<file path="config.mk">
export PLATFORM = sky130hd
export DESIGN_NAME = combination_enumerator
export DESIGN_NICKNAME = d
export VERILOG_FILES = /design/src/hdl/comb_enum_pkg.sv /design/src/hdl/comb_enum_dp.sv /design/src/hdl/comb_enum_ctrl.sv /design/src/hdl/combination_enumerator.sv
export SDC_FILE = /design/constraint.sdc
export NUM_CORES = 1
export LEC_CHECK = 0
export BUFFER_PORTS_ARGS = -buffer_cell sky130_fd_sc_hd__buf_4
export CAP_MARGIN = 20
export CORE_UTILIZATION = 55
export CTS_CLUSTER_SIZE = 30
export DETAILED_ROUTE_END_ITERATION = 6
export HOLD_SLACK_MARGIN = 0.03
export PLACE_DENSITY = 0.76
export SLEW_MARGIN = 20
export SYNTH_ARGS = -nofsm -noshare
export SYNTH_HDL_FRONTEND = slang
export SYNTH_SLANG_ARGS = --single-unit
</file>
<file path="constraint.sdc">
create_clock -name clk_i -period 4.1 [get_ports clk_i]
set_input_delay 0.82 -clock clk_i [delete_from_list [all_inputs] [get_ports clk_i]]
set_output_delay 0.82 -clock clk_i [all_outputs]
set_load 0.01 [all_outputs]
</file>
<file path="src/hdl/comb_enum_pkg.sv">
// Shared types and constants for the combination enumerator.
package comb_enum_pkg;

  localparam int VALUE_W     = 32;
  localparam int POS_W       = 3;
  localparam int CMD_W       = 2;
  localparam int MODE_W      = 2;
  localparam int ENTRY_IDX_W = 3;
  localparam int CFG_IDX_W   = 2;
  localparam int CFG_DATA_W  = 4;
  // most elements one combination may hold (one per result slot)
  localparam int RESULT_CAP  = 8;

  localparam logic [CMD_W-1:0] CMD_LOAD    = 2'd0;
  localparam logic [CMD_W-1:0] CMD_RESTART = 2'd1;
  localparam logic [CMD_W-1:0] CMD_NEXT    = 2'd2;

  localparam logic [MODE_W-1:0] MODE_LEX   = 2'd0;
  localparam logic [MODE_W-1:0] MODE_REP   = 2'd1;
  localparam logic [MODE_W-1:0] MODE_ANTI  = 2'd2;
  // unused code, treated as lexicographic
  localparam logic [MODE_W-1:0] MODE_ALIAS = 2'd3;

  localparam logic [CFG_IDX_W-1:0] CFG_SET_SIZE   = 2'd0;
  localparam logic [CFG_IDX_W-1:0] CFG_PICK_COUNT = 2'd1;
  localparam logic [CFG_IDX_W-1:0] CFG_ORDER_MODE = 2'd2;

  // controller -> datapath
  typedef struct packed {
    logic tbl_we;
    logic first_load;
    logic scan_init;
    logic scan_step;
    logic advance;
    logic pos_clear;
    logic pos_step;
    logic out_elem;
    logic out_exh;
  } dp_cmd_t;

  // datapath -> controller
  typedef struct packed {
    logic first_ok;
    logic hit;
    logic scan_last;
    logic pos_last;
    logic out_free;
  } dp_stat_t;

endpackage

</file>
<file path="src/hdl/comb_enum_dp.sv">
// Datapath: config registers, source table, index tuple, scan/emit counters, output register.
module comb_enum_dp #(
  parameter int MAX_ITEMS = 8
) (
  input  logic                                     clk_i,
  input  logic                                     rst_ni,
  input  logic                                     cfg_we_i,
  input  logic [comb_enum_pkg::CFG_IDX_W-1:0]      cfg_index_i,
  input  logic [comb_enum_pkg::CFG_DATA_W-1:0]     cfg_wdata_i,
  input  logic [comb_enum_pkg::ENTRY_IDX_W-1:0]    entry_index_i,
  input  logic signed [comb_enum_pkg::VALUE_W-1:0] entry_value_i,
  input  logic                                     out_ready_i,
  input  comb_enum_pkg::dp_cmd_t                   cmd_i,
  output comb_enum_pkg::dp_stat_t                  stat_o,
  output logic                                     out_valid_o,
  output logic signed [comb_enum_pkg::VALUE_W-1:0] element_value_o,
  output logic [comb_enum_pkg::POS_W-1:0]          position_o,
  output logic                                     last_of_combination_o,
  output logic                                     exhausted_o
);

  localparam int IW    = $clog2(MAX_ITEMS);
  localparam int CW0   = $clog2(MAX_ITEMS + 1) + 1;
  localparam int CW    = (CW0 > 5) ? CW0 : 5;
  localparam int K_LIM = (MAX_ITEMS < comb_enum_pkg::RESULT_CAP) ?
                         MAX_ITEMS : comb_enum_pkg::RESULT_CAP;

  logic [comb_enum_pkg::CFG_DATA_W-1:0] set_size_q, pick_count_q;
  logic [comb_enum_pkg::MODE_W-1:0]     order_mode_q;

  logic [comb_enum_pkg::VALUE_W-1:0] tbl_q [MAX_ITEMS];
  logic [IW-1:0]                     sel_q [MAX_ITEMS];
  logic [IW-1:0]                     sel_d [MAX_ITEMS];
  logic [IW-1:0]                     scan_q, scan_d;
  logic [comb_enum_pkg::POS_W-1:0]   pos_q, pos_d;

  logic                                     out_valid_q, out_valid_d;
  logic signed [comb_enum_pkg::VALUE_W-1:0] value_q;
  logic [comb_enum_pkg::POS_W-1:0]          position_q;
  logic                                     last_q, exh_q;

  logic [comb_enum_pkg::MODE_W-1:0] mode;
  logic [CW-1:0] n_c, k_c, scan_c, piv_c, pos_c;
  logic [IW-1:0] piv_v;

  // effective sizes and mode
  always_comb begin
    mode = (order_mode_q == comb_enum_pkg::MODE_ALIAS) ? comb_enum_pkg::MODE_LEX : order_mode_q;
    n_c  = (CW'(set_size_q) > CW'(MAX_ITEMS)) ? CW'(MAX_ITEMS) : CW'(set_size_q);
    k_c  = (CW'(pick_count_q) > CW'(K_LIM)) ? CW'(K_LIM) : CW'(pick_count_q);
    scan_c = CW'(scan_q);
    piv_v  = sel_q[scan_q];
    piv_c  = CW'(piv_v);
    pos_c  = CW'(pos_q);
  end

  always_comb begin
    stat_o.first_ok = (n_c != '0) && (k_c != '0) &&
                      ((mode == comb_enum_pkg::MODE_REP) || (k_c <= n_c));
    unique case (mode)
      comb_enum_pkg::MODE_REP: begin
        stat_o.hit       = (piv_c + CW'(1)) < n_c;
        stat_o.scan_last = (scan_c == '0);
      end
      comb_enum_pkg::MODE_ANTI: begin
        stat_o.hit       = piv_c > scan_c;
        stat_o.scan_last = (scan_c == k_c - CW'(1));
      end
      default: begin
        stat_o.hit       = (piv_c + k_c) < (n_c + scan_c);
        stat_o.scan_last = (scan_c == '0);
      end
    endcase
    stat_o.pos_last = (pos_c == k_c - CW'(1));
    stat_o.out_free = !out_valid_q || out_ready_i;
  end

  // next index tuple: each element set on its own, initially or from the pivot
  always_comb begin
    for (int j = 0; j < MAX_ITEMS; j++) begin
      sel_d[j] = sel_q[j];
      if (cmd_i.first_load) begin
        unique case (mode)
          comb_enum_pkg::MODE_REP:  sel_d[j] = '0;
          comb_enum_pkg::MODE_ANTI: sel_d[j] = IW'(n_c - k_c + CW'(j));
          default:                  sel_d[j] = IW'(j);
        endcase
      end else if (cmd_i.advance) begin
        unique case (mode)
          comb_enum_pkg::MODE_REP: begin
            if (CW'(j) >= scan_c) sel_d[j] = IW'(piv_c + CW'(1));
          end
          comb_enum_pkg::MODE_ANTI: begin
            if (CW'(j) <= scan_c) sel_d[j] = IW'(piv_c + CW'(j) - scan_c - CW'(1));
          end
          default: begin
            if (CW'(j) >= scan_c) sel_d[j] = IW'(piv_c + CW'(j) - scan_c + CW'(1));
          end
        endcase
      end
    end
  end

  always_comb begin
    scan_d = scan_q;
    if (cmd_i.scan_init) begin
      scan_d = (mode == comb_enum_pkg::MODE_ANTI) ? '0 : IW'(k_c - CW'(1));
    end else if (cmd_i.scan_step) begin
      scan_d = (mode == comb_enum_pkg::MODE_ANTI) ? scan_q + IW'(1) : scan_q - IW'(1);
    end
    pos_d = pos_q;
    if (cmd_i.pos_clear) begin
      pos_d = '0;
    end else if (cmd_i.pos_step) begin
      pos_d = pos_q + comb_enum_pkg::POS_W'(1);
    end
    out_valid_d = out_valid_q;
    if (cmd_i.out_elem || cmd_i.out_exh) begin
      out_valid_d = 1'b1;
    end else if (out_ready_i) begin
      out_valid_d = 1'b0;
    end
  end

  always_ff @(posedge clk_i or negedge rst_ni) begin
    if (!rst_ni) begin
      set_size_q   <= 4'd4;
      pick_count_q <= 4'd3;
      order_mode_q <= comb_enum_pkg::MODE_LEX;
      for (int j = 0; j < MAX_ITEMS; j++) sel_q[j] <= '0;
      scan_q       <= '0;
      pos_q        <= '0;
      out_valid_q  <= 1'b0;
    end else begin
      if (cfg_we_i) begin
        unique case (cfg_index_i)
          comb_enum_pkg::CFG_SET_SIZE:   set_size_q   <= cfg_wdata_i;
          comb_enum_pkg::CFG_PICK_COUNT: pick_count_q <= cfg_wdata_i;
          comb_enum_pkg::CFG_ORDER_MODE: order_mode_q <= cfg_wdata_i[comb_enum_pkg::MODE_W-1:0];
          default: ;
        endcase
      end
      for (int j = 0; j < MAX_ITEMS; j++) sel_q[j] <= sel_d[j];
      scan_q      <= scan_d;
      pos_q       <= pos_d;
      out_valid_q <= out_valid_d;
    end
  end

  // payload registers
  always_ff @(posedge clk_i) begin
    if (cmd_i.tbl_we && (int'(entry_index_i) < MAX_ITEMS)) begin
      tbl_q[IW'(entry_index_i)] <= entry_value_i;
    end
    if (cmd_i.out_elem) begin
      value_q    <= tbl_q[sel_q[IW'(pos_q)]];
      position_q <= pos_q;
      last_q     <= stat_o.pos_last;
      exh_q      <= 1'b0;
    end else if (cmd_i.out_exh) begin
      value_q    <= '0;
      position_q <= '0;
      last_q     <= 1'b1;
      exh_q      <= 1'b1;
    end
  end

  assign out_valid_o           = out_valid_q;
  assign element_value_o       = value_q;
  assign position_o            = position_q;
  assign last_of_combination_o = last_q;
  assign exhausted_o           = exh_q;

endmodule

</file>
<file path="src/hdl/comb_enum_ctrl.sv">
// Controller: command decode, started/done flags, scan and emit sequencing.
module comb_enum_ctrl (
  input  logic                                 clk_i,
  input  logic                                 rst_ni,
  input  logic                                 in_valid_i,
  output logic                                 in_ready_o,
  input  logic [comb_enum_pkg::CMD_W-1:0]      cmd_i,
  input  logic                                 cfg_we_i,
  input  logic [comb_enum_pkg::CFG_IDX_W-1:0]  cfg_index_i,
  input  comb_enum_pkg::dp_stat_t              stat_i,
  output comb_enum_pkg::dp_cmd_t               cmd_o
);

  localparam logic [1:0] S_IDLE = 2'd0;
  localparam logic [1:0] S_SCAN = 2'd1;
  localparam logic [1:0] S_EMIT = 2'd2;
  localparam logic [1:0] S_EXH  = 2'd3;

  logic [1:0] state_q, state_d;
  logic       started_q, started_d;
  logic       done_q, done_d;
  logic       cfg_hit;

  assign cfg_hit = cfg_we_i && ((cfg_index_i == comb_enum_pkg::CFG_SET_SIZE) ||
                                (cfg_index_i == comb_enum_pkg::CFG_PICK_COUNT) ||
                                (cfg_index_i == comb_enum_pkg::CFG_ORDER_MODE));

  always_comb begin
    state_d    = state_q;
    started_d  = started_q;
    done_d     = done_q;
    cmd_o      = '0;
    in_ready_o = 1'b0;
    unique case (state_q)
      S_IDLE: begin
        in_ready_o = 1'b1;
        if (in_valid_i) begin
          unique case (cmd_i)
            comb_enum_pkg::CMD_LOAD: cmd_o.tbl_we = 1'b1;
            comb_enum_pkg::CMD_RESTART: begin
              started_d = 1'b0;
              done_d    = 1'b0;
            end
            comb_enum_pkg::CMD_NEXT: begin
              if (done_q) begin
                state_d = S_EXH;
              end else if (!started_q) begin
                started_d = 1'b1;
                if (stat_i.first_ok) begin
                  cmd_o.first_load = 1'b1;
                  cmd_o.pos_clear  = 1'b1;
                  state_d          = S_EMIT;
                end else begin
                  done_d  = 1'b1;
                  state_d = S_EXH;
                end
              end else begin
                cmd_o.scan_init = 1'b1;
                state_d         = S_SCAN;
              end
            end
            default: ;
          endcase
        end
      end
      S_SCAN: begin
        if (stat_i.hit) begin
          cmd_o.advance   = 1'b1;
          cmd_o.pos_clear = 1'b1;
          state_d         = S_EMIT;
        end else if (stat_i.scan_last) begin
          done_d  = 1'b1;
          state_d = S_EXH;
        end else begin
          cmd_o.scan_step = 1'b1;
        end
      end
      S_EMIT: begin
        if (stat_i.out_free) begin
          cmd_o.out_elem = 1'b1;
          if (stat_i.pos_last) begin
            state_d = S_IDLE;
          end else begin
            cmd_o.pos_step = 1'b1;
          end
        end
      end
      S_EXH: begin
        if (stat_i.out_free) begin
          cmd_o.out_exh = 1'b1;
          state_d       = S_IDLE;
        end
      end
      default: state_d = S_IDLE;
    endcase
    // a write to a used config register starts the enumeration over
    if (cfg_hit) begin
      started_d = 1'b0;
      done_d    = 1'b0;
    end
  end

  always_ff @(posedge clk_i or negedge rst_ni) begin
    if (!rst_ni) begin
      state_q   <= S_IDLE;
      started_q <= 1'b0;
      done_q    <= 1'b0;
    end else begin
      state_q   <= state_d;
      started_q <= started_d;
      done_q    <= done_d;
    end
  end

endmodule

</file>
<file path="src/hdl/combination_enumerator.sv">
// Top level of the combination enumerator: controller, datapath and checks.
//
//  channel  direction  handshake              payload
//  in       sink       in_valid_i/in_ready_o  cmd_i, entry_index_i, entry_value_i
//  out      source     out_valid_o/out_ready_i element_value_o, position_o,
//                                             last_of_combination_o, exhausted_o
//  cfg      sink       cfg_we_i (no wait)     cfg_index_i, cfg_wdata_i
//
// Load and restart are taken in idle and leave the controller idle. A next is accepted in idle,
// then emits one element per cycle through the output register while the output is not stalled;
// after the first combination a pivot scan (one tuple position per cycle) comes before the emit.
// The exhausted marker goes out from its own state once done or when a scan runs out.
// Reset leaves the flags cleared and the config at n=4, k=3, lexicographic order.
// Output stalls hold the emit sequence; the next transaction is taken once emission ends.
module combination_enumerator #(
  parameter int MAX_ITEMS = 8
) (
  input  logic                                     clk_i,
  input  logic                                     rst_ni,
  input  logic                                     in_valid_i,
  output logic                                     in_ready_o,
  input  logic [comb_enum_pkg::CMD_W-1:0]          cmd_i,
  input  logic [comb_enum_pkg::ENTRY_IDX_W-1:0]    entry_index_i,
  input  logic signed [comb_enum_pkg::VALUE_W-1:0] entry_value_i,
  output logic                                     out_valid_o,
  input  logic                                     out_ready_i,
  output logic signed [comb_enum_pkg::VALUE_W-1:0] element_value_o,
  output logic [comb_enum_pkg::POS_W-1:0]          position_o,
  output logic                                     last_of_combination_o,
  output logic                                     exhausted_o,
  input  logic                                     cfg_we_i,
  input  logic [comb_enum_pkg::CFG_IDX_W-1:0]      cfg_index_i,
  input  logic [comb_enum_pkg::CFG_DATA_W-1:0]     cfg_wdata_i
);

  comb_enum_pkg::dp_cmd_t  dp_cmd;
  comb_enum_pkg::dp_stat_t dp_stat;

  comb_enum_ctrl u_ctrl (
    .clk_i       (clk_i),
    .rst_ni      (rst_ni),
    .in_valid_i  (in_valid_i),
    .in_ready_o  (in_ready_o),
    .cmd_i       (cmd_i),
    .cfg_we_i    (cfg_we_i),
    .cfg_index_i (cfg_index_i),
    .stat_i      (dp_stat),
    .cmd_o       (dp_cmd)
  );

  comb_enum_dp #(
    .MAX_ITEMS (MAX_ITEMS)
  ) u_dp (
    .clk_i                 (clk_i),
    .rst_ni                (rst_ni),
    .cfg_we_i              (cfg_we_i),
    .cfg_index_i           (cfg_index_i),
    .cfg_wdata_i           (cfg_wdata_i),
    .entry_index_i         (entry_index_i),
    .entry_value_i         (entry_value_i),
    .out_ready_i           (out_ready_i),
    .cmd_i                 (dp_cmd),
    .stat_o                (dp_stat),
    .out_valid_o           (out_valid_o),
    .element_value_o       (element_value_o),
    .position_o            (position_o),
    .last_of_combination_o (last_of_combination_o),
    .exhausted_o           (exhausted_o)
  );

  // exhausted marker carries a fixed shape
  a_exh_shape : assert property (@(posedge clk_i) disable iff (!rst_ni)
    out_valid_o && exhausted_o |->
      last_of_combination_o && (position_o == '0) && (element_value_o == '0))
    else $error("exhausted marker malformed");

  // load, restart and unknown commands leave the input ready in the next cycle
  a_short_cmd : assert property (@(posedge clk_i) disable iff (!rst_ni)
    in_valid_i && in_ready_o && (cmd_i != comb_enum_pkg::CMD_NEXT) |=> in_ready_o)
    else $error("short command held the input");

  // a next transaction blocks the input while it works
  a_next_busy : assert property (@(posedge clk_i) disable iff (!rst_ni)
    in_valid_i && in_ready_o && (cmd_i == comb_enum_pkg::CMD_NEXT) |=> !in_ready_o)
    else $error("input accepted during a next");

  // elements of one combination come back to back with rising position
  a_pos_seq : assert property (@(posedge clk_i) disable iff (!rst_ni)
    out_valid_o && out_ready_i && !last_of_combination_o |=>
      out_valid_o && !exhausted_o &&
      (position_o == $past(position_o) + comb_enum_pkg::POS_W'(1)))
    else $error("element sequence broken");

endmodule

</file>
Word-level counts from Yosys, hierarchy flattened --
Memories as Yosys holds them, arrays and structs flattened. Index checks and enable logic that the tools add are counted.
Storage, ports and cells: register bits 82, bits in writable memories 256, input port bits 48, output and inout bits 39, logic and storage cells 307, memories 1
Memory list:
- u_dp.tbl_q | words 8, bits a word 32, rd ports 1, clocked after Yosys merged registers in 0, write ports 1, RTL line comb_enum_dp.sv:31 | logic [comb_enum_pkg::VALUE_W-1:0] tbl_q [MAX_ITEMS];
Cells by class: add/subtract/negate cells 45, magnitude comparators 24, equal/unequal tests 39, multiplexer cells 129, bitwise gates (word level) 2, reductions and logical operators 46
Operators with widths (number):
- $mux W3 | 55
- $pmux W3 S2 | 15
- $mux W32 | 2
- $reduce_and A4 Y1 | 9
- $add A3 B1 Y3 const B | 11
- $ne A3 B2 Y1 const B | 11
- $mux W2 | 16
- $mux W1 | 31
- $ne A3 B3 Y1 const B | 10
- $reduce_bool A3 Y1 | 10
- $sub A3 B1 Y3 const B | 9
- $sub A3 B3 Y3 | 9
- $add A3 B3 Y3 const B | 8
- $bmux W3 S3 | 2
- $reduce_bool A2 Y1 | 7
- $add A3 B2 Y3 const B | 4
- $eq A2 B2 Y1 const B | 6
- $ge A3 B3 Y1 const A | 4
- $le A3 B3 Y1 const A | 4
- $eq A3 B5 Y1 | 2
- $ne A2 B2 Y1 const B | 5
- $reduce_bool A5 Y1 | 2
- $eq A2 B1 Y1 const B | 4
- $ge A4 B4 Y1 const B | 2
- other kinds (27) | 47

Longest topological paths before layout --
Gate-level depths: netlist (run 1).
depth in word-level cells 13, mapped depth 16, gate-level depth less buffers 15

Hierarchy --
Synthesis (run 1) repeated with hierarchy kept, for this count alone.
Second synthesis, totals: cell total of the unflattened synthesis 953, area total of the unflattened synthesis 15285.9 um2
By module, submodules not included:
- comb_enum_dp | times used 1, cells an instance 909, area an instance 14906.8 um2, seq. area each 9818.2 um2
- comb_enum_ctrl | times used 1, cells an instance 44, area an instance 379.1 um2, seq. area each 100.1 um2

Worst setup path after synthesis (run 1) --
Ideal clock, no wire load.
path type register -> register, start point register u_dp.scan_q[0], end point register u_dp.sel_q[18] (netlist bit), library setup time 140 ps, data arrival time 4301 ps, data required time 3960 ps, setup slack -340 ps, stages on the path, launching flop included 15, path buffers 2, period minus slack after synthesis 4440 ps, path through dfrtp_1 clkbuf_1 mux4_2 mux2i_1 inv_1 ha_1 xnor2_1 ha_1 a21oi_1 o21ai_0 a2111o_1 o211a_1 buf_2 o311ai_0 o41ai_1
Between the ends: longest elaborated chain between the ends 11, elaborated cells on any way between the ends 29, classes of those cells add/sub (6); order compare (5); eq/ne (2); mux (12); bitwise (1); reduce/logical (3)
Ends and longest elaborated chain:
- start: declaration | RTL line comb_enum_dp.sv:34 | logic [IW-1:0] scan_q, scan_d;
- start signal: assignment | RTL line comb_enum_dp.sv:144 | scan_q <= scan_d;
- $not A3 Y4 (not written as such) | RTL line comb_enum_dp.sv:52 | piv_v = sel_q[scan_q];
- $bmux W3 S3 | RTL line comb_enum_dp.sv:52
- $mux W3 (not written as such) (2 in a row) | RTL line comb_enum_dp.sv:52
- $add A3 B1 Y4 / $add A3 B4 Y5 (equally long branches) | RTL line comb_enum_dp.sv:62, comb_enum_dp.sv:70
- $sub A3 B3 Y3 (tied with other cells) | RTL line comb_enum_dp.sv:94, comb_enum_dp.sv:97
- $add A3 B1 Y3 (tied with other cells) | RTL line comb_enum_dp.sv:97 | if (CW'(j) >= scan_c) sel_d[j] = IW'(piv_c + CW'(j) - scan_c + CW'(1));
- $mux W3 (tied with other cells) | RTL line comb_enum_dp.sv:97
- $pmux W3 S2 / $mux W2 (equally long branches) | RTL line comb_enum_dp.sv:89, comb_enum_ctrl.sv:34
- $mux W3 / $reduce_bool A2 Y1 (equally long branches)
- $mux W3 / $reduce_and A4 Y1 (equally long branches)
- end: declaration | RTL line comb_enum_dp.sv:32 | logic [IW-1:0] sel_q [MAX_ITEMS];
Several ways; a longest one is shown, not always the timed one. The select of a mux whose other input is x is not followed. A chain may end at the register's enable or synchronous reset.

Worst setup path in the final report (run 1) --
start point register u_dp.scan_q[1], end point register u_dp.sel_q[9] (netlist bit)
Between the ends: longest elaborated chain between the ends 11, elaborated cells on any way between the ends 30, classes of those cells add/sub (7); order compare (5); eq/ne (2); mux (12); bitwise (1); reduce/logical (3)
Ends and longest elaborated chain (RTL line):
- $not A3 Y4 (not written as such) | comb_enum_dp.sv:52
- $bmux W3 S3 | comb_enum_dp.sv:52
- $mux W3 (not written as such) (2 in a row) | comb_enum_dp.sv:52
- $add A3 B3 Y3 (tied with other cells) | comb_enum_dp.sv:94, comb_enum_dp.sv:97
- $sub A3 B3 Y3 (tied with other cells) | comb_enum_dp.sv:94, comb_enum_dp.sv:97
- $add A3 B1 Y3 (tied with other cells) | comb_enum_dp.sv:97
- $mux W3 (tied with other cells) | comb_enum_dp.sv:97
- $pmux W3 S2 / $mux W2 (equally long branches) | comb_enum_dp.sv:89, comb_enum_ctrl.sv:34
- $mux W3 / $reduce_bool A2 Y1 (equally long branches)
- $mux W3 / $reduce_and A4 Y1 (equally long branches)
Several ways; a longest one is shown, not always the timed one. The select of a mux whose other input is x is not followed.

==> results.toml, run 1 <==
[run_status]
status = "finished clean"

[critical_path]
r2r_end = "u_dp.sel_q[9]"
critPathTopFamily = "compound AO/OA/AOI/OAI gates"
slowest_delay_ps = 400
criticalPathCategory = "reg -> reg"
crit_arrival_ps = 4370
startpoint_type = "flip-flop"
crit_slowest_cell = "dfrtp_2"
end_kind = "flip-flop"
path_depth = 16
worst-path-buf-inv = 3
rrSetupSlack_ps = 140
required_ps = 4510
crit_path_end = "u_dp.sel_q[9]"
startpoint = "u_dp.scan_q[1]"
path_cells = "mux2_1 -> a221o_1 -> a21oi_2 -> inv_1 -> ha_1 -> fa_2 -> a21oi_2 -> nor2b_1 -> ha_1 -> o211ai_1 -> o21ai_2 -> o211ai_2 -> buf_4 -> buf_12 -> a21oi_1 -> mux2_2"
ff2ff_path_depth = 16
worst_r2r_startpoint = "u_dp.scan_q[1]"
cp_max_fo = 5

[yosys]
async_reset_ff_share_pct = 13.31
syn_avg_cell_area_um2 = 12.30
ys_warn_count = 0
ys.flop_type = "edfxtp_1"
synth_top_area_cell = "edfxtp_1"
synth_edf_count = 292
synth_area_leaders = "edfxtp_1, nand2_1, dfrtp_1, a21oi_1, ha_1"
synth_seq_area_share_pct = 63.52
syn_nets = 1375
synth-seq-cells = 338
synthCells = 1270
ys_top_cells_by_count = "edfxtp_1, nand2_1, a21oi_1"
netlist.area_leader.share_pct = 56.15
yosysMostFrequentCell = "edfxtp_1"
syn_area_mm2 = 0.01561
ys_types = 76

[pwr]
p_leak_nw = 6.961
pwr-share-seq_pct = 27.7
clkPwrFrac_pct = 17.7
net-switching-power_mw = 6.891
comb_power_share_pct = 54.7
p_per_area_mw_per_mm2 = 913.1
p_int_mw = 9.717
ir_worst_vdd_v = 0.0006807
switching_share_pct = 41.49

[sta]
fin_crit_ps = 3963
fmax_mhz = 252.3
relSlewSlack_pct = 29.17
setup_viol = 0
finalClockSkew_ps = 17.56
tightest_slew_ps = 1061
layout_setup_ws_ps = 136.9
maxSlewViolCount = 0
fin_setup_tns_ps = 0
hold_viol_final = 0
period_share_pct = 96.66

[clocking]
path_clk_slew_ps = 70
numClockSinks = 338
cts_buffers = 36
insertion_delay_ps = 530
h-tree-depth = 2
cts_tree = "yes"
clockBufferDepth = 3
root_buffer = "clkbuf_16"

[drt]
wl_per_cell_um = 20.42
wirelength_mm = 36.86
first_pass_iters = 5
drtIter0Drc = 1045
drc_errors = 0
vias_per_cell = 5.856
vias = 10570
final_antenna_net_count = 0

[cells_and_area]
layout.nets = 1505
multi_input_area_mm2 = 0.005365
synthToLayoutAreaGrowth_pct = 16.47
drive_above_1_share_pct = 18.65
final_cells = 1805
area.sequential_mm2 = 0.009921
fillCellCount = 2030

[global_route]
grt_pass1_vias = 10400
grt_pass1_wl_mm = 56.68
grt-ovfl-total = 0
grt_start_max_net_pins = 81
antenna_found_initial = 1
track_usage_pct = 25.73

[place]
dp_hpwl_mm = 23.01
dp_slack_ps = -279.0
port_buffers = 86
globalplace.congestion = 0.9584
dp_cells = 1738

[flow_run]
maxCapViolCount = 0

[worst_hold_path]
min_path_type = "in -> async"

[die]
start_util_pct = 56.05
core_mm2 = 0.02786
dieArea_mm2 = 0.02907
dieWidth_um = 170.5
dieHeight_um = 170.5
core.rowCount = 61
ios = 87
## cells by family after synthesis
group                    synth area share, %
flip-flops                             63.52
buffers and inverters                  3.069
multiplexers                           3.766
AND/OR/NAND/NOR                        12.12
XOR/XNOR                               2.332
AO/OA/AOI/OAI                          10.01
adder cells (fa/ha/maj)                5.192
## layout make-up
cell class              instances  area share [%]
inverters                      41          0.8462
clock buffers                  43           5.098
repair buffers                156           6.646
flip-flops and latches        338           54.55
well taps                     378           2.600
clock inverters                21          0.7499
multi-input cells             827           29.50
diodes                          1         0.01376
## routing by layer
| metal | vias to the layer above | global-route usage (%) | part of all wire, % |
|---|---|---|---|
| met2 | 454 | 41.38 | 48 |
| li1 | 4867 | - | - |
| met3 | 72 | 4.557 | 7.2 |
| met1 | 5177 | 35.14 | 42 |
| met5 | - | 0 | 0 |
| met4 | 0 | 9.832 | 2.7 |
## through the flow
step	utilization [%]	hold WS, ps	instance area (µm²)	power [mW]
5_1_grt	65.29	337.2	18190	17.65
3_3_place_gp	61.29	475.9	17080	13.40
6_report	65.29	281.6	18190	16.61
2_1_floorplan	-	488.1	15640	10.56
3_5_place_dp	61.29	473.9	17080	13.55
4_1_cts	65.15	316.3	18150	16.55
## power groups by stage
stage          combinational, mW  sequential, mW  clock [mW]
2_1_floorplan               5.94            4.62           0
3_3_place_gp                8.75            4.65           0
3_5_place_dp                8.90            4.65           0
4_1_cts                     8.99            4.59        2.97
5_1_grt                     9.91            4.63        3.11
6_report                    9.08            4.59        2.93
## state kept, by name, indices dropped and copies added (netlist names), 3 cells and up
| name | count |
|---|---|
| u_dp.set_size_q | 4 |
| u_dp.element_value_o | 32 |
| u_dp.tbl_q | 256 |
| u_dp.position_o | 3 |
| u_dp.pick_count_q | 4 |
| u_dp.scan_q | 3 |
| u_dp.pos_q | 3 |
| u_dp.sel_q | 24 |
## layout by cell type, fill, tap and decap left out, types with 4 or more instances in the layout
master	n
a211oi_1	11
a21o_1	6
a21oi_1	156
a21oi_2	4
and2_1	8
and3_1	5
buf_4	153
clkbuf_1	7
clkbuf_16	36
clkinv_1	12
dfrtp_1	40
edfxtp_1	292
fa_1	12
ha_1	44
inv_1	37
mux2_2	18
mux2i_1	11
mux4_2	8
nand2_1	287
nand2b_1	13
nand3_1	6
nand3b_1	4
nor2_1	30
nor2_4	6
nor2b_1	5
nor3_1	13
nor3b_1	4
o211ai_1	9
o21ai_0	24
or4_1	33
xnor2_1	30
xor2_1	8
## how the worst min path moves through the flow
stage	startpoint	endpoint	slack, ps	cells after the start
detailed placement	u_dp.exhausted_o	u_dp.exhausted_o	470	1
global route	rst_ni	u_dp.set_size_q[3]	340	1
finish	rst_ni	u_dp.set_size_q[3]	280	1
CTS	rst_ni	u_dp.set_size_q[3]	320	1
global placement	u_dp.exhausted_o	u_dp.exhausted_o	480	1
floorplan	u_dp.sel_q[14]	u_dp.sel_q[14]	490	1
## repair_timing
| item | CTS | global route |
|---|---|---|
| setup buffers | 0 | 2 |
| gates cloned | 0 | 0 |
| endpoints found under the setup margin | 31 | 27 |
| hold buffers | 0 | 0 |
| pin swaps | 0 | 4 |
| resized for setup | 4 | 9 |
(Power assumes the default switching activity.)
==> inputs of run 2 (changes only) <==
--- a/config.mk
+++ b/config.mk
@@ -7,11 +7,11 @@
 export LEC_CHECK = 0
 export BUFFER_PORTS_ARGS = -buffer_cell sky130_fd_sc_hd__buf_4
 export CAP_MARGIN = 20
-export CORE_UTILIZATION = 55
+export CORE_UTILIZATION = 61
 export CTS_CLUSTER_SIZE = 30
 export DETAILED_ROUTE_END_ITERATION = 6
 export HOLD_SLACK_MARGIN = 0.03
-export PLACE_DENSITY = 0.76
+export PLACE_DENSITY = 0.8
 export SLEW_MARGIN = 20
 export SYNTH_ARGS = -nofsm -noshare
 export SYNTH_HDL_FRONTEND = slang
==> constraint.sdc (replaced) <==
create_clock -name clk_i -period 3.85 [get_ports clk_i]
set_input_delay 0.77 -clock clk_i [delete_from_list [all_inputs] [get_ports clk_i]]
set_output_delay 0.77 -clock clk_i [all_outputs]
set_load 0.01 [all_outputs]
==> run 2 against run 1 <==
  * Clock-buffer cell count unchanged
  * Global-route usage up 4.0 points
  * Core utilization up 8.1 points
  * Highest routed layer unchanged
  * Power up 10%
  * Wire length up 3.4%
==> results.toml, run 2 (synthesis results as in run 1) <==
[critical_path]
startpoint_type = "flip-flop"
path_cells = "mux2_4 -> a221o_1 -> a21oi_2 -> inv_2 -> buf_6 -> ha_4 -> xnor2_2 -> ha_1 -> a21oi_1 -> o21ai_1 -> a2111o_1 -> o211ai_4 -> buf_12 -> a21oi_1 -> o41ai_1"
end_kind = "flip-flop"
cp_max_fo = 7
crit_slowest_cell = "a2111o_1"
worst-path-buf-inv = 3
slowest_delay_ps = 480
crit_arrival_ps = 4200
required_ps = 4240
critPathTopFamily = "compound AO/OA/AOI/OAI gates"
criticalPathCategory = "reg -> reg"
worst_path_most_repeated_cell = "a21oi_1"

[drt]
drtIter0Drc = 1332
wirelength_mm = 38.11
vias_per_cell = 6.181
vias = 10910
final_antenna_net_count = 0
drc_errors = 0
first_pass_iters = 6
wl_per_cell_um = 21.59

[cells_and_area]
area.sequential_mm2 = 0.009921
largest_reg_flops = 256
drive_above_1_share_pct = 20.71
multi_input_area_mm2 = 0.005527
final_cells = 1765
post-route-util_pct = 73.38
layout_commonest_cell = "edfxtp_1"
synthToLayoutAreaGrowth_pct = 17.99
layout.nets = 1513
final_cell_mix = "edfxtp_1, nand2_1, buf_4"
regMostFlops = "u_dp.tbl_q"
fillCellCount = 1587

[die]
start_util_pct = 62.19
dieArea_mm2 = 0.02624
core.rowCount = 58
ios = 87
dieHeight_um = 162.0
core_mm2 = 0.02511
dieWidth_um = 162.0

[sta]
relSlewSlack_pct = 26.36
rsz0062_at_grt = "yes"
fmax_mhz = 262.8
fin_setup_tns_ps = 0
tightest_slew_ps = 1101
period_share_pct = 98.85
finalClockSkew_ps = 17.43
maxSlewViolCount = 0
fin_crit_ps = 3806
setup_viol = 0
hold_viol_final = 0

[global_route]
track_usage_pct = 29.71
grt_pass1_vias = 11040
grt-ovfl-total = 0
grt_pass1_wl_mm = 59.24
antenna_found_initial = 1
grt_start_max_net_pins = 49

[place]
globalplace.congestion = 0.9411
dp_hpwl_mm = 23.60
dp_cells = 1698
port_buffers = 86

[flow_run]
maxCapViolCount = 0

[clocking]
clockBufferDepth = 3
numClockSinks = 338
path_clk_slew_ps = 70
cts_hold_buf = 0
cts_tree = "yes"
root_buffer = "clkbuf_16"
cts_buffers = 35
h-tree-depth = 2
insertion_delay_ps = 520

[pwr]
p_leak_nw = 7.072
pwr-share-seq_pct = 26.8
comb_power_share_pct = 56.4
ir_worst_vdd_v = 0.0007470
clkPwrFrac_pct = 16.8
switching_share_pct = 41.54
net-switching-power_mw = 7.622
p_per_area_mw_per_mm2 = 995.9
p_int_mw = 10.73

[run_status]
status = "finished clean"

[worst_hold_path]
min_path_type = "in -> async"
==> run 2: metrics by stage <==
stage	hold WS (ps)	power, mW	cell area (µm²)	worst slack (ps)
global route	300.5	19.43	18420	-119.1
detailed placement	469.2	14.51	17120	-171.0
global placement	494.8	14.26	17120	-140.9
floorplan	474.4	11.27	15650	12.30
finish	247.1	18.35	18420	44.30
CTS	276.9	17.78	18220	-15.67
==> run 2: final timing paths <==
path | from | endpoint | slack, ps | cells after the start
worst max-delay path | u_dp.scan_q[1] | u_dp.sel_q[18] | 40 | 15
worst min-delay path | rst_ni | u_dp.pick_count_q[3] | 250 | 1
worst max register to register | u_dp.scan_q[1] | u_dp.sel_q[18] | 40 | 15
worst min register to register | u_dp.exhausted_o | u_dp.exhausted_o | 490 | 1
max in group asynchronous | rst_ni | u_dp.scan_q[1] | 3140 | 1
min in group clk_i | cfg_wdata_i[3] | u_dp.set_size_q[3] | 460 | 3
==> run 2: routing by layer <==
metal  GRT usage (%)  wire [µm]
met5               0          0
met4           12.52       1194
met3           7.048       3408
met1           37.90      14540
met2           48.97      18960
==> run 2: power by group through the flow <==
| stage | Sequential (mW) | Clock, mW | Combinational [mW] |
|---|---|---|---|
| final | 4.92 | 3.08 | 10.3 |
| after global routing | 4.97 | 3.23 | 11.2 |
| after CTS | 4.92 | 3.10 | 9.76 |
| after detailed placement | 4.99 | 0 | 9.52 |
| after global placement | 4.97 | 0 | 9.28 |
| after floorplan | 4.92 | 0 | 6.35 |
==> run 2: final cells by class <==
type	instances	area share, %
Antenna cell	1	0.01358
Sequential cell	338	53.85
Clock inverter	20	0.6248
Inverter	41	0.8353
Clock buffer	43	5.032
Timing Repair Buffer	165	7.409
Multi-Input combinational cell	827	30.00
Tap cell	330	2.241
==> run 2: repair_timing <==
action                                  CTS  global route
setup buffers                             0             2
pin swaps                                 4            21
gates resized for setup                  13            36
gates cloned                              0             0
endpoints found under the setup margin   30            30
